File: src/tle_pkg.sv
`timescale 1ns / 1ps
`default_nettype none
// ----------------------------------------------------------------------------
// tle_pkg
// Key codes, result actions and the shift control word shared by the
// terminal line editor modules.
// ----------------------------------------------------------------------------
package tle_pkg;

  localparam logic [7:0] KEY_DEL    = 8'd127;
  localparam logic [7:0] KEY_BS     = 8'd8;
  localparam logic [7:0] KEY_CTRL_W = 8'd23;
  localparam logic [7:0] KEY_CTRL_U = 8'd21;
  localparam logic [7:0] KEY_NL     = 8'd10;
  localparam logic [7:0] KEY_CTRL_D = 8'd4;
  localparam logic [7:0] KEY_SPACE  = 8'd32;

  typedef enum logic [1:0] {
    ACT_ECHO    = 2'd0,
    ACT_ERASE   = 2'd1,
    ACT_NEWLINE = 2'd2,
    ACT_END     = 2'd3
  } action_t;

  // push moves every character one cell away from the tail, pop one cell towards it
  typedef struct packed {
    logic push;
    logic pop;
  } shift_t;

endpackage
`default_nettype wire

File: src/tle_if.sv
`timescale 1ns / 1ps
`default_nettype none
// ----------------------------------------------------------------------------
// tle_in_if / tle_out_if
// Valid/ready channels for keyboard bytes and display action words.
// ----------------------------------------------------------------------------
interface tle_in_if;
  logic       valid;
  logic       ready;
  logic [7:0] in_byte;

  modport source (output valid, output in_byte, input ready);
  modport sink   (input valid, input in_byte, output ready);
endinterface

interface tle_out_if;
  logic                valid;
  logic                ready;
  tle_pkg::action_t    action;
  logic [7:0]          out_byte;
  logic                last;

  modport source (output valid, output action, output out_byte, output last, input ready);
  modport sink   (input valid, input action, input out_byte, input last, output ready);
endinterface
`default_nettype wire

File: src/tle_cell.sv
`timescale 1ns / 1ps
`default_nettype none
// ----------------------------------------------------------------------------
// tle_cell
// One character slot of the line stack; takes its neighbour's character on
// a push or a pop.
// ----------------------------------------------------------------------------
module tle_cell (
  input  wire logic           clk,
  input  wire tle_pkg::shift_t ctl,
  input  wire logic [7:0]     prev_data,
  input  wire logic [7:0]     next_data,
  output logic      [7:0]     data_q
);
  import tle_pkg::*;

  logic [7:0] data_r;

  always_ff @(posedge clk) begin
    if (ctl.push) begin
      data_r <= prev_data;
    end else if (ctl.pop) begin
      data_r <= next_data;
    end
  end

  assign data_q = data_r;

endmodule
`default_nettype wire

File: src/terminal_line_editor_core.sv
`timescale 1ns / 1ps
`default_nettype none
// ----------------------------------------------------------------------------
// terminal_line_editor_core
// Canonical-mode line editor: keyboard bytes in, display actions out.
// ----------------------------------------------------------------------------
// Usage:
//   in_ch carries one typed byte per word; out_ch carries display action
//   words (action, out_byte, last), last marking the final word caused by
//   one byte. Both channels are valid/ready.
//   The line is held in a row of LINE_MAX cells; cell 0 always holds the
//   most recent character, and characters shift one cell per push or pop.
//   A byte is taken while idle; each result is then written to the output
//   register once it is free, one result for an echo (two when the line is
//   full) and up to LINE_MAX results for a word or line erase. An erase
//   with nothing to erase gives no word. The erase walk removes one
//   character per cycle from the tail cell while the output register is free.
//   A new byte is taken while the final result of the previous one still
//   waits in the output register; when the receiver stalls, the walk halts
//   with the output register full and resumes as words are taken.
//   Reset empties the line and clears the end-of-session flag; after Ctrl-D
//   every byte is taken and dropped until the next reset.
// ----------------------------------------------------------------------------
module terminal_line_editor_core #(
  parameter int LINE_MAX = 40
) (
  input  wire logic clk,
  input  wire logic rst_n,
  tle_in_if.sink    in_ch,
  tle_out_if.source out_ch
);
  import tle_pkg::*;

  localparam int LEN_W = $clog2(LINE_MAX + 1);

  typedef enum logic [7:0] {
    S_IDLE = 8'b00000001,
    S_BS   = 8'b00000010,
    S_WSPC = 8'b00000100,
    S_WORD = 8'b00001000,
    S_LINE = 8'b00010000,
    S_NL   = 8'b00100000,
    S_END  = 8'b01000000,
    S_CHAR = 8'b10000000
  } state_t;

  state_t           state_r, state_nxt;
  logic [LEN_W-1:0] len_r, len_nxt;
  logic             stopped_r, stopped_nxt;
  logic [7:0]       byte_r;

  logic             out_valid_r, out_valid_nxt;
  action_t          action_r;
  logic [7:0]       out_byte_r;
  logic             out_last_r;

  logic             emit;
  action_t          emit_action;
  logic [7:0]       emit_byte;
  logic             emit_last;
  logic             out_free;
  logic             in_fire;
  shift_t           shift;

  // cell_q[LINE_MAX] is a spare slot feeding the far end on a pop
  logic [7:0]       cell_q [0:LINE_MAX];
  logic             tail_space;
  logic             next_space;
  logic             len_one;

  assign in_fire    = in_ch.valid && in_ch.ready;
  assign in_ch.ready = (state_r == S_IDLE);
  assign out_free   = !out_valid_r || out_ch.ready;
  assign tail_space = (cell_q[0] == KEY_SPACE);
  assign next_space = (cell_q[1] == KEY_SPACE);
  assign len_one    = (len_r == LEN_W'(1));
  assign cell_q[LINE_MAX] = '0;

  always_comb begin
    state_nxt   = state_r;
    len_nxt     = len_r;
    stopped_nxt = stopped_r;
    emit        = 1'b0;
    emit_action = ACT_ERASE;
    emit_byte   = 8'd0;
    emit_last   = 1'b1;
    shift       = '0;
    case (state_r)
      S_IDLE: begin
        if (in_fire && !stopped_r) begin
          case (in_ch.in_byte)
            KEY_DEL, KEY_BS: state_nxt = S_BS;
            KEY_CTRL_W:      state_nxt = S_WSPC;
            KEY_CTRL_U:      state_nxt = S_LINE;
            KEY_NL:          state_nxt = S_NL;
            KEY_CTRL_D:      state_nxt = S_END;
            default:         state_nxt = S_CHAR;
          endcase
        end
      end
      S_BS: begin
        if (len_r == '0) begin
          state_nxt = S_IDLE;
        end else if (out_free) begin
          emit      = 1'b1;
          shift.pop = 1'b1;
          len_nxt   = len_r - LEN_W'(1);
          state_nxt = S_IDLE;
        end
      end
      S_WSPC: begin
        if (len_r == '0) begin
          state_nxt = S_IDLE;
        end else if (out_free) begin
          emit      = 1'b1;
          shift.pop = 1'b1;
          len_nxt   = len_r - LEN_W'(1);
          if (tail_space) begin
            emit_last = len_one;
          end else begin
            // first character of the word itself
            emit_last = len_one || next_space;
            state_nxt = S_WORD;
          end
          if (emit_last) begin
            state_nxt = S_IDLE;
          end
        end
      end
      S_WORD: begin
        if (out_free) begin
          emit      = 1'b1;
          shift.pop = 1'b1;
          len_nxt   = len_r - LEN_W'(1);
          emit_last = len_one || next_space;
          if (emit_last) begin
            state_nxt = S_IDLE;
          end
        end
      end
      S_LINE: begin
        if (len_r == '0) begin
          state_nxt = S_IDLE;
        end else if (out_free) begin
          emit      = 1'b1;
          shift.pop = 1'b1;
          len_nxt   = len_r - LEN_W'(1);
          emit_last = len_one;
          if (len_one) begin
            state_nxt = S_IDLE;
          end
        end
      end
      S_NL: begin
        if (out_free) begin
          emit        = 1'b1;
          emit_action = ACT_NEWLINE;
          len_nxt     = '0;
          state_nxt   = S_IDLE;
        end
      end
      S_END: begin
        if (out_free) begin
          emit        = 1'b1;
          emit_action = ACT_END;
          stopped_nxt = 1'b1;
          state_nxt   = S_IDLE;
        end
      end
      S_CHAR: begin
        if (out_free) begin
          emit = 1'b1;
          if (len_r >= LEN_W'(LINE_MAX)) begin
            // full line: break it, then echo on the next pass
            emit_action = ACT_NEWLINE;
            emit_last   = 1'b0;
            len_nxt     = '0;
          end else begin
            emit_action = ACT_ECHO;
            emit_byte   = byte_r;
            shift.push  = 1'b1;
            len_nxt     = len_r + LEN_W'(1);
            state_nxt   = S_IDLE;
          end
        end
      end
      default: state_nxt = S_IDLE;
    endcase
  end

  assign out_valid_nxt = emit ? 1'b1 : (out_ch.ready ? 1'b0 : out_valid_r);

  always_ff @(posedge clk) begin
    if (!rst_n) begin
      state_r     <= S_IDLE;
      len_r       <= '0;
      stopped_r   <= 1'b0;
      out_valid_r <= 1'b0;
    end else begin
      state_r     <= state_nxt;
      len_r       <= len_nxt;
      stopped_r   <= stopped_nxt;
      out_valid_r <= out_valid_nxt;
    end
  end

  always_ff @(posedge clk) begin
    if (in_fire) begin
      byte_r <= in_ch.in_byte;
    end
    if (emit) begin
      action_r   <= emit_action;
      out_byte_r <= emit_byte;
      out_last_r <= emit_last;
    end
  end

  // row of character cells, cell 0 at the tail of the line
  for (genvar i = 0; i < LINE_MAX; i++) begin : g_cell
    logic [7:0] prev_data;
    if (i == 0) begin : g_head
      assign prev_data = byte_r;
    end else begin : g_body
      assign prev_data = cell_q[i-1];
    end
    tle_cell u_cell (
      .clk       (clk),
      .ctl       (shift),
      .prev_data (prev_data),
      .next_data (cell_q[i+1]),
      .data_q    (cell_q[i])
    );
  end

  assign out_ch.valid    = out_valid_r;
  assign out_ch.action   = action_r;
  assign out_ch.out_byte = out_byte_r;
  assign out_ch.last     = out_last_r;

endmodule
`default_nettype wire

File: src/flat_wrapper.sv
// flat-port wrapper written by rule: the top's interface ports become plain ports
module terminal_line_editor_core_flat import tle_pkg::*;
#(
  parameter int LINE_MAX = 40
)
  (clk, rst_n, in_ch_valid, in_ch_in_byte, in_ch_ready, out_ch_valid, out_ch_action, out_ch_out_byte, out_ch_last, out_ch_ready);
  tle_in_if in_ch_i ();
  tle_out_if out_ch_i ();
  input  wire logic clk;
  input  wire logic rst_n;
  input wire logic [$bits(in_ch_i.valid)-1:0] in_ch_valid;
  input wire logic [$bits(in_ch_i.in_byte)-1:0] in_ch_in_byte;
  output wire logic [$bits(in_ch_i.ready)-1:0] in_ch_ready;
  output wire logic [$bits(out_ch_i.valid)-1:0] out_ch_valid;
  output wire logic [$bits(out_ch_i.action)-1:0] out_ch_action;
  output wire logic [$bits(out_ch_i.out_byte)-1:0] out_ch_out_byte;
  output wire logic [$bits(out_ch_i.last)-1:0] out_ch_last;
  input wire logic [$bits(out_ch_i.ready)-1:0] out_ch_ready;
  assign in_ch_i.valid = in_ch_valid;
  assign in_ch_i.in_byte = in_ch_in_byte;
  assign in_ch_ready = in_ch_i.ready;
  assign out_ch_valid = out_ch_i.valid;
  assign out_ch_action = out_ch_i.action;
  assign out_ch_out_byte = out_ch_i.out_byte;
  assign out_ch_last = out_ch_i.last;
  assign out_ch_i.ready = out_ch_ready;
  terminal_line_editor_core #(.LINE_MAX(LINE_MAX)) u_core (.clk(clk), .rst_n(rst_n), .in_ch(in_ch_i), .out_ch(out_ch_i));
endmodule
File: config.mk
export PLATFORM = sky130hd
export DESIGN_NAME = terminal_line_editor_core_flat
export DESIGN_NICKNAME = d
export VERILOG_FILES = /design/src/tle_pkg.sv /design/src/tle_if.sv /design/src/tle_cell.sv /design/src/terminal_line_editor_core.sv /design/src/flat_wrapper.sv
export SDC_FILE = /design/constraint.sdc
export NUM_CORES = 1
export LEC_CHECK = 0
export BUFFER_PORTS_ARGS = -buffer_cell sky130_fd_sc_hd__buf_2
export CORE_MARGIN = 2
export CORE_UTILIZATION = 63
export DETAILED_ROUTE_END_ITERATION = 12
export HOLD_SLACK_MARGIN = 0.02
export PLACE_DENSITY = 0.76
export SYNTH_ARGS = -nofsm -noshare
export SYNTH_HDL_FRONTEND = slang
export SYNTH_SLANG_ARGS = --single-unit
File: constraint.sdc
create_clock -name clk -period 22.8 [get_ports clk]
set_input_delay 1.14 -clock clk [delete_from_list [all_inputs] [get_ports clk]]
set_output_delay 1.14 -clock clk [all_outputs]
set_load 0.01 [all_outputs]
== Word level (Yosys, flattened, before mapping) ==
Cells that the tools add are included.
Widths: inputs -> output; s select.
Cells by class
  shift-type cells: 0
  $add $sub $neg: 2
  $lt $le $gt $ge: 1
  divide/modulo/power cells: 0
  reduce and logical (&&, ||, !) cells: 18
  multipliers: 0
  mux-type cells: 127
  eq/ne operators: 28
  bitwise operators: 2
Operators by type and width (count)
  $mux 8: 94
  $pmux 8 s7: 1
  $pmux 8 s5: 1
  $mux 6: 5
  $eq 8x4->1 const B: 3
  $eq 8x5->1 const B: 3
  $eq 8x6->1 const B: 3
  $pmux 6 s4: 1
  $mux 1: 17
  $eq 8x3->1 const B: 2
  $eq 8x7->1 const B: 2
  $ne 3x1->1 const B: 3
  $reduce_and 9->1: 1
  $eq 8x1->1 const B: 1
  $eq 8x2->1 const B: 1
  $eq 8x8->1 const B: 1
  $mux 2: 4
  $ne 2x1->1 const B: 4
  $add 6x1->6 const B: 1
  $eq 6x1->1 const B: 1
  $ge 6x6->1 const B: 1
  $logic_not 6->1: 1
  $ne 2x2->1 const B: 3
  $pmux 2 s3: 1
  other kinds (15): 23
Storage, ports and cells
  input port bits: 12
  memory bits (read-only): 0
  bits in writable memories: 0
  bits in latches: 0
  register bits: 355
  word-level logic and storage cells: 226
  output and inout bits: 13
  memories kept: 0

== Depth between registers and ports, before layout ==
Gate-level depths: netlist (run 1).
  depth in word-level cells: 10
  mapped depth: 10
  mapped depth without buffers: 7

== By module ==
A second synthesis (run 1) with hierarchy kept.
Unflattened totals
  cells, all modules: 957
  area, all modules: 17319.1 µm²
Modules (own cells, without submodules)
  tle_cell: cells an instance 18, instances 40, area each 377.9 µm², sequential area each 240.2 µm²
  terminal_line_editor_core: cells an instance 237, instances 1, area each 2204.6 µm², sequential area each 890.9 µm²

== Least setup slack after synthesis (run 1) ==
OpenSTA, ideal clock, no wires.
  kind: reg-to-reg
  start: reg u_core.state_r[5]
  end: reg u_core.g_cell[0].u_cell.data_r[0] (enable)
  path buffers: 2
  stages on the path, launching flop included: 6
  setup slack: 3.283 ns
  data arrival time: 18.323 ns
  clock period less this slack: 19.517 ns
  required time: 21.605 ns
  library setup time: 1.195 ns
  path through: dfxtp_1 -> buf_2 -> nor4_2 -> buf_2 -> nand2_1 -> a31oi_1
Between the ends
  longest elaborated chain between the ends: 4
Ends and longest elaborated chain
  from (decl): RTL line terminal_line_editor_core.sv:47  | state_t state_r, state_nxt;
  from (signal assigned): RTL line terminal_line_editor_core.sv:200  | state_r <= state_nxt;
  $eq 8x2->1 (tied with other cells): RTL line terminal_line_editor_core.sv:88  | case (state_r)
  $reduce_or 3->1 (no source line)
  $pmux 1 s2: RTL line terminal_line_editor_core.sv:88
  $reduce_bool 2->1 (no source line) *
  to (signal assigned): RTL line tle_cell.sv:21  | data_r <= prev_data;
  to (signal assigned): RTL line tle_cell.sv:23  | data_r <= next_data;
  to (decl): RTL line tle_cell.sv:17  | logic [7:0] data_r;
Every way passes the cells marked *; elsewhere a longest branch is shown, timed or not.
A chain may end at the register's enable or synchronous reset.

== Worst setup path in the final report (run 1) ==
  start: in out_ch_ready
  end: reg u_core.g_cell[6].u_cell.data_r[7] (data pin)
Between the ends
  longest elaborated chain between the ends: 4
Ends and longest elaborated chain
  from (decl): RTL line flat_wrapper.sv:18  | input wire logic [$bits(out_ch_i.ready)-1:0] out_ch_ready;
  $logic_or 1x1->1: RTL line terminal_line_editor_core.sv:73  | assign out_free = !out_valid_r || out_ch.ready;
  $mux 1: RTL line terminal_line_editor_core.sv:171  | if (out_free) begin
  $mux 1: RTL line terminal_line_editor_core.sv:88
  $mux 8: RTL line tle_cell.sv:20  | if (ctl.push) begin
  to (signal assigned): RTL line tle_cell.sv:21
  to (signal assigned): RTL line tle_cell.sv:23
  to (decl): RTL line tle_cell.sv:17
No other way between the ends.

==> results.cfg, run 1 <==
[run_status]
status = finished clean

[drt]
ant_nets = 0
wl_met3_um = 1200
vias = 10428
wl_met2_um = 13500
drt_wl_total_um = 28300
drtIter0Drc = 1198
wl_met1_um = 13200
dr.pass1.iters = 10
top_layer = met4
routedWlPerCell_um = 15.0
viasPerCell = 5.53
drc = 0

[placement]
portBuffers = 24
gp_congestion = 0.875
dp_hpwl_um = 16200
placed_area_um2 = 15900

[final_layout]
postLayoutCellArea_um2 = 17100
layout.nets = 1555
layout_common_cells = nand2_1, edfxtp_1, clkbuf_16
final_common_cell = nand2_1
drive_gt1_share_pct = 6.34
syn2layout_area_growth_pct = 8.93
insertedDiodeCount = 0

[synthesis]
ys.warnings.count = 0
synth-seq-cells = 355
synth_cell_types = 66
synth_edf_count = 339
synth_flop_cell = edfxtp_1
avgSynthCellArea_um2 = 10.1
netlist_instances = 1547
synthArstFlopShare_pct = 0
syn_area_um2 = 15700
synth-seq-area-share_pct = 67.0
synth_fp_nets = 1563

[clocking]
cts_resized = 0
root_buffer = clkbuf_16
clk_pin_slew_worst_paths_ps = 60
cts.sinks = 355
cts_tree = done
cts_made_buffers = 38
ctsHoldBuffers = 0
htreeDepth = 2
clockBufferDepth = 3
post_cts_buffers = 0
clk-insertion-delay-late_ps = 520

[worst_setup_path]
worstSetupPathType = in -> reg
path_buf_inv = 4
start_kind = primary input
cp-end-kind = register
arrival_ps = 4580
crit_top_cell = buf_4
cp_max_fo = 110
crit_path_top_delay_cell = buf_4
crit_start = out_ch_ready
cpPeakStageDelay_ps = 920
path_depth = 8
crit_family = buffers and inverters
reg2reg_from = u_core.state_r[4]
worst_ep_required_time_ps = 23170
path_cells = buf_2 > nand2b_1 > buf_4 > nand2_4 > buf_4 > buf_4 > nand2_1 > nand2_1
worst-r2r-cell-count = 7

[min_path]
hp-class = reg -> reg
hold_path_depth = 2
hp-start = u_core.stopped_r

[timing]
finalSetupViolCount = 0
tns_ps = 0
clock_skew_ps = 14.4
rsz0062_at_grt = false
finalCriticalPeriod_ps = 4210
hold_violations = 0
slew_viol_final = 0
tightest_slew_ps = 1120
slew-limit-headroom_pct = 25.6
fin_crit_sh_pct = 18.5
timing.fmax_mhz = 238

[global_route]
grt_pass1_vias = 9936
grt_pass1_wl_um = 47500
grt_util_all_layers_pct = 21.9
grt-ovfl-total = 0
antenna_found_initial = 0
grt_max_degree = 264

[power_and_ir_drop]
power-per-cell-area_nw_per_um2 = 93.5
irDropWorstVdd_uv = 58.2
p_leak_nw = 7.07

[floorplan]
die_x_um = 162
die-area_um2 = 26200
core_area_um2 = 24400
die_h_um = 162
pin_count = 25
row_count = 57
start_util_pct = 64.3

[flow_run]
maxCapViolCount = 0
-- logic make-up after synthesis --
group                      after synthesis  synth area share [%]
AOI/OAI and AO/OA                       73                  3.52
xor gates and xnor gates                 4                 0.223
adders and majority gates                4                 0.319
buffers and inverters                   93                  2.79
DFF                                    355                  67.0
muxes                                    2                 0.128
and+or+nand+nor                       1016                  26.0
-- power by group --
part / internal, mW / switching, mW / total [mW]
registers: 0.797 / 0.0271 / 0.824
clock network: 0.338 / 0.237 / 0.576
logic: 0.0599 / 0.137 / 0.197
total: 1.20 / 0.401 / 1.60
-- Yosys cell counts, types with 2 or more instances --
cell type    n  area, µm²
nor4b_1      4       35.0
a211oi_1     4       30.0
o31ai_1      3       22.5
a221oi_1     2       17.5
nand2_1    927       3480
nand4_1      4       25.0
and3_1      23        144
a31oi_1      6       37.5
o21ai_1      3       15.0
o211a_1      2       20.0
nor4_1       6       37.5
a221o_1      2       20.0
nand3_2      2       20.0
or4_1        3       22.5
o22ai_1      4       25.0
nor2b_1      4       25.0
inv_1       11       41.3
dfxtp_1     16        320
or3_1        4       25.0
xor2_1       4       35.0
and4_1       2       17.5
ha_1         4       50.1
nand3_1      7       35.0
buf_2       64        320
clkbuf_1    16       60.1
o211ai_1     2       15.0
o2111ai_1    2       17.5
a21oi_1      9       45.0
or4b_1       2       20.0
o221ai_1     3       26.3
nor3_1       4       20.0
mux2i_1      2       20.0
nor2_2       2       12.5
a22o_1       2       17.5
nand2b_1     2       12.5
o21ai_0      5       25.0
nor2_1       9       33.8
nand4b_1     2       17.5
edfxtp_1   339      10200
o31a_1       2       17.5
a21o_1       8       60.1
-- layout make-up --
cell class,instances,area (µm²)
multi-input cells,1099,4770
well taps,324,405
clock buffers,50,1030
clock inverters,12,115
inverters,11,41.3
repair buffers,34,220
flip-flops and latches,355,10500
fillers,1808,7320
-- flip-flops by register name, indices dropped and copies added, names as in the netlist --
| register | cells |
|---|---|
| u_core.out_ch.valid | 1 |
| u_core.len_r | 6 |
| u_core.state_r | 8 |
| u_core.stopped_r | 1 |
| u_core.byte_r | 8 |
| u_core.g_cell.u_cell.data_q | 320 |
| u_core.out_ch.last | 1 |
| u_core.out_ch.out_byte | 8 |
| u_core.out_ch.action | 2 |
-- routing by layer --
| metal | track usage, % | vias up |
|---|---|---|
| li1 | - | 5143 |
| met1 | 32.0 | 5049 |
| met2 | 35.3 | 200 |
| met3 | 3.70 | 36 |
| met4 | 4.95 | 0 |
| met5 | 0 | - |
-- worst paths after layout --
check / to / slack [ps]
worst min register to register: u_core.stopped_r / 470
worst max-delay path: u_core.g_cell[6].u_cell.data_q[7] / 18590
worst min-delay path: u_core.stopped_r / 470
worst max register to register: u_core.g_cell[6].u_cell.data_q[7] / 18650
-- metrics by stage --
step	util [%]	setup WS [ps]	hold WS, ps	instances	power [mW]
2_1_floorplan	-	3280	428	1547	1.03
3_3_place_gp	65.3	18100	441	1823	1.03
3_5_place_dp	65.3	18080	456	1823	1.03
4_1_cts	70.0	18600	469	1885	1.61
5_1_grt	70.0	18260	500	1885	1.67
6_report	70.0	18590	472	1885	1.60
-- worst register-to-register path, stage by stage, from the launching register on --
cell and delay [ps]:
dfxtp_1 610, nor4b_2 170, and3_1 270, nand2_4 790, buf_4 950, buf_4 910, nand2_1 210, nand2_1 110
Power figures use the tool's default switching activity.
==> inputs of run 2 (changes only) <==
ABC_AREA = 1   (was not set)
CORE_UTILIZATION = 57   (was 63)
PLACE_DENSITY = 0.72   (was 0.76)
clock period = 3.8 ns   (was 22.8 ns; I/O delays follow)
==> results.cfg, run 2 <==
[final_layout]
layout_common_cells = edfxtp_1, nor2_1, nand2_1
largest_reg_flops = 320
final_common_cell = edfxtp_1
final_cells = 1859
layout.nets = 1509
drive_gt1_share_pct = 8.56
insertedDiodeCount = 0
postLayoutCellArea_um2 = 17200
syn2layout_area_growth_pct = 9.39

[synthesis]
synth_top_area_share_pct = 64.8
avgSynthCellArea_um2 = 10.6
yosys.area.top_type = edfxtp_1
synth_most_common_cell = edfxtp_1
synth_area_leaders = edfxtp_1, nor2_1, nand2_1
synth_flop_cell = edfxtp_1
netlist_instances = 1482
synth_fp_nets = 1498
ys.warnings.count = 0
syn_area_um2 = 15700
synth_edf_count = 339
synth-seq-cells = 355
synth_commonest_cells = edfxtp_1, nor2_1, nand2_1, inv_1, a21oi_1
synthSimpleGateAreaFrac_pct = 12.8
synth_xor_xnor_area_share_pct = 0.279
synth.mux.area_fraction_pct = 0.669
synth-seq-area-share_pct = 66.8
synth_compound_area_share_pct = 11.1
synth_cell_types = 31
synth_top_family_by_area = simple AND/OR/NAND/NOR gates
synthAdderAreaFrac_pct = 0.318
synthArstFlopShare_pct = 0

[clocking]
clk_pin_slew_worst_paths_ps = 60
clockBufferDepth = 3
cts_tree = done
root_buffer = clkbuf_16
clk-insertion-delay-late_ps = 520
cts_resized = 0
htreeDepth = 2
cts_made_buffers = 37
cts.sinks = 355
post_cts_buffers = 0

[timing]
rsz0062_at_grt = false
finalSetupViolCount = 0
tightest_slew_ps = 1140
slew_viol_final = 0
fin_crit_sh_pct = 64.3
clock_skew_ps = 13.2
finalCriticalPeriod_ps = 2440
timing.fmax_mhz = 410
hold_violations = 0
slew-limit-headroom_pct = 23.9

[worst_setup_path]
worst_ep_required_time_ps = 4060
crit_path_top_delay_cell = buf_12
worstSetupPathType = reg -> reg
cp-end-kind = register
cpPeakStageDelay_ps = 650
cp_max_fo = 290
start_kind = register
arrival_ps = 2700
path_cells = inv_2 > nor2_4 > inv_4 > nand3_4 > buf_12 > mux2_4

[global_route]
grt_pass1_wl_um = 42300
grt_util_all_layers_pct = 17.6
grt-ovfl-total = 0
grt_pass1_vias = 9114
antenna_found_initial = 0
grt_max_degree = 291

[placement]
dp_hpwl_um = 15000
post-place-cells = 1786
gp_congestion = 0.872
portBuffers = 24
placed_area_um2 = 16000

[drt]
dr.pass1.iters = 5
viasPerCell = 5.21
drc = 0
vias = 9683
routedWlPerCell_um = 13.3
drtIter0Drc = 901
ant_nets = 0
drt_wl_total_um = 24700

[power_and_ir_drop]
power-per-cell-area_nw_per_um2 = 669
p_leak_nw = 7.00
irDropWorstVdd_uv = 497

[floorplan]
die-area_um2 = 28900
die_h_um = 170
start_util_pct = 58.2
row_count = 60
pin_count = 25
core_area_um2 = 27000
die_x_um = 170

[min_path]
hp-class = in -> reg

[run_status]
status = finished clean

[flow_run]
maxCapViolCount = 0
[run 2: report_power, final]
part           internal (mW)  switching (mW)
Combinational          0.769            1.62
Clock                   1.93            1.41
Sequential              5.48           0.292
[run 2: metrics by stage]
stage | setup TNS [ps] | hold WS, ps | worst slack [ps] | utilization [%] | power, mW
global route | 0 | 78.9 | 1190 | 63.6 | 12.2
global placement | 0 | 402 | 1450 | 59.2 | 8.14
CTS | 0 | 37.3 | 1410 | 63.6 | 11.6
finish | 0 | 57.6 | 1360 | 63.6 | 11.5
floorplan | -230830 | 289 | -720 | - | 7.79
detailed placement | 0 | 400 | 1430 | 59.2 | 8.25
[run 2: critical path: cells and delay by family, from the launching register on]
| kind | cells | cell delay (ps) |
|---|---|---|
| AND/OR/NAND/NOR | 2 | 410 |
| buffers and inverters | 3 | 840 |
| multiplexers | 1 | 350 |
| flip-flops | 1 | 330 |
[run 2: area by class of cell]
class / count / area, µm²
inverters: 207 / 779
fillers: 2096 / 9830
well taps: 341 / 427
repair buffers: 45 / 400
clock buffers: 47 / 963
flip-flops and latches: 355 / 10500
clock inverters: 17 / 136
multi-input cells: 847 / 3990
[run 2: worst paths after layout]
| kind | from | end | slack (ps) | cells after the start |
|---|---|---|---|---|
| worst min register to register | u_core.len_r[1] | u_core.len_r[1] | 500 | 2 |
| worst max-delay path | u_core.out_ch.valid | u_core.g_cell[38].u_cell.data_q[3] | 1360 | 6 |
| worst min-delay path | in_ch_valid | u_core.state_r[0] | 60 | 4 |
| worst max register to register | u_core.out_ch.valid | u_core.g_cell[38].u_cell.data_q[3] | 1360 | 6 |
[run 2: metal layers]
metal | track usage, % | vias to the layer above | share of wire [%]
met5 | 0 | - | 0
met1 | 26.0 | 4506 | 49
met2 | 26.8 | 139 | 45
met4 | 5.65 | 0 | 2.2
met3 | 3.05 | 49 | 3.4
li1 | - | 4989 | -
[run 2: cells by family (layout without fill, tap and decap cells)]
family	Yosys count	in the layout
flip-flops	355	355
buffers and inverters	280	316
XOR/XNOR	5	5
AO/OA/AOI/OAI	334	334
adder cells (fa/ha/maj)	4	4
multiplexers	7	7
AND/OR/NAND/NOR	497	497
[run 2: timing repair]
action | CTS | global route
endpoints found under the hold margin | 15 | 0
endpoints found under the setup margin | 0 | 0
hold buffers | 9 | 0
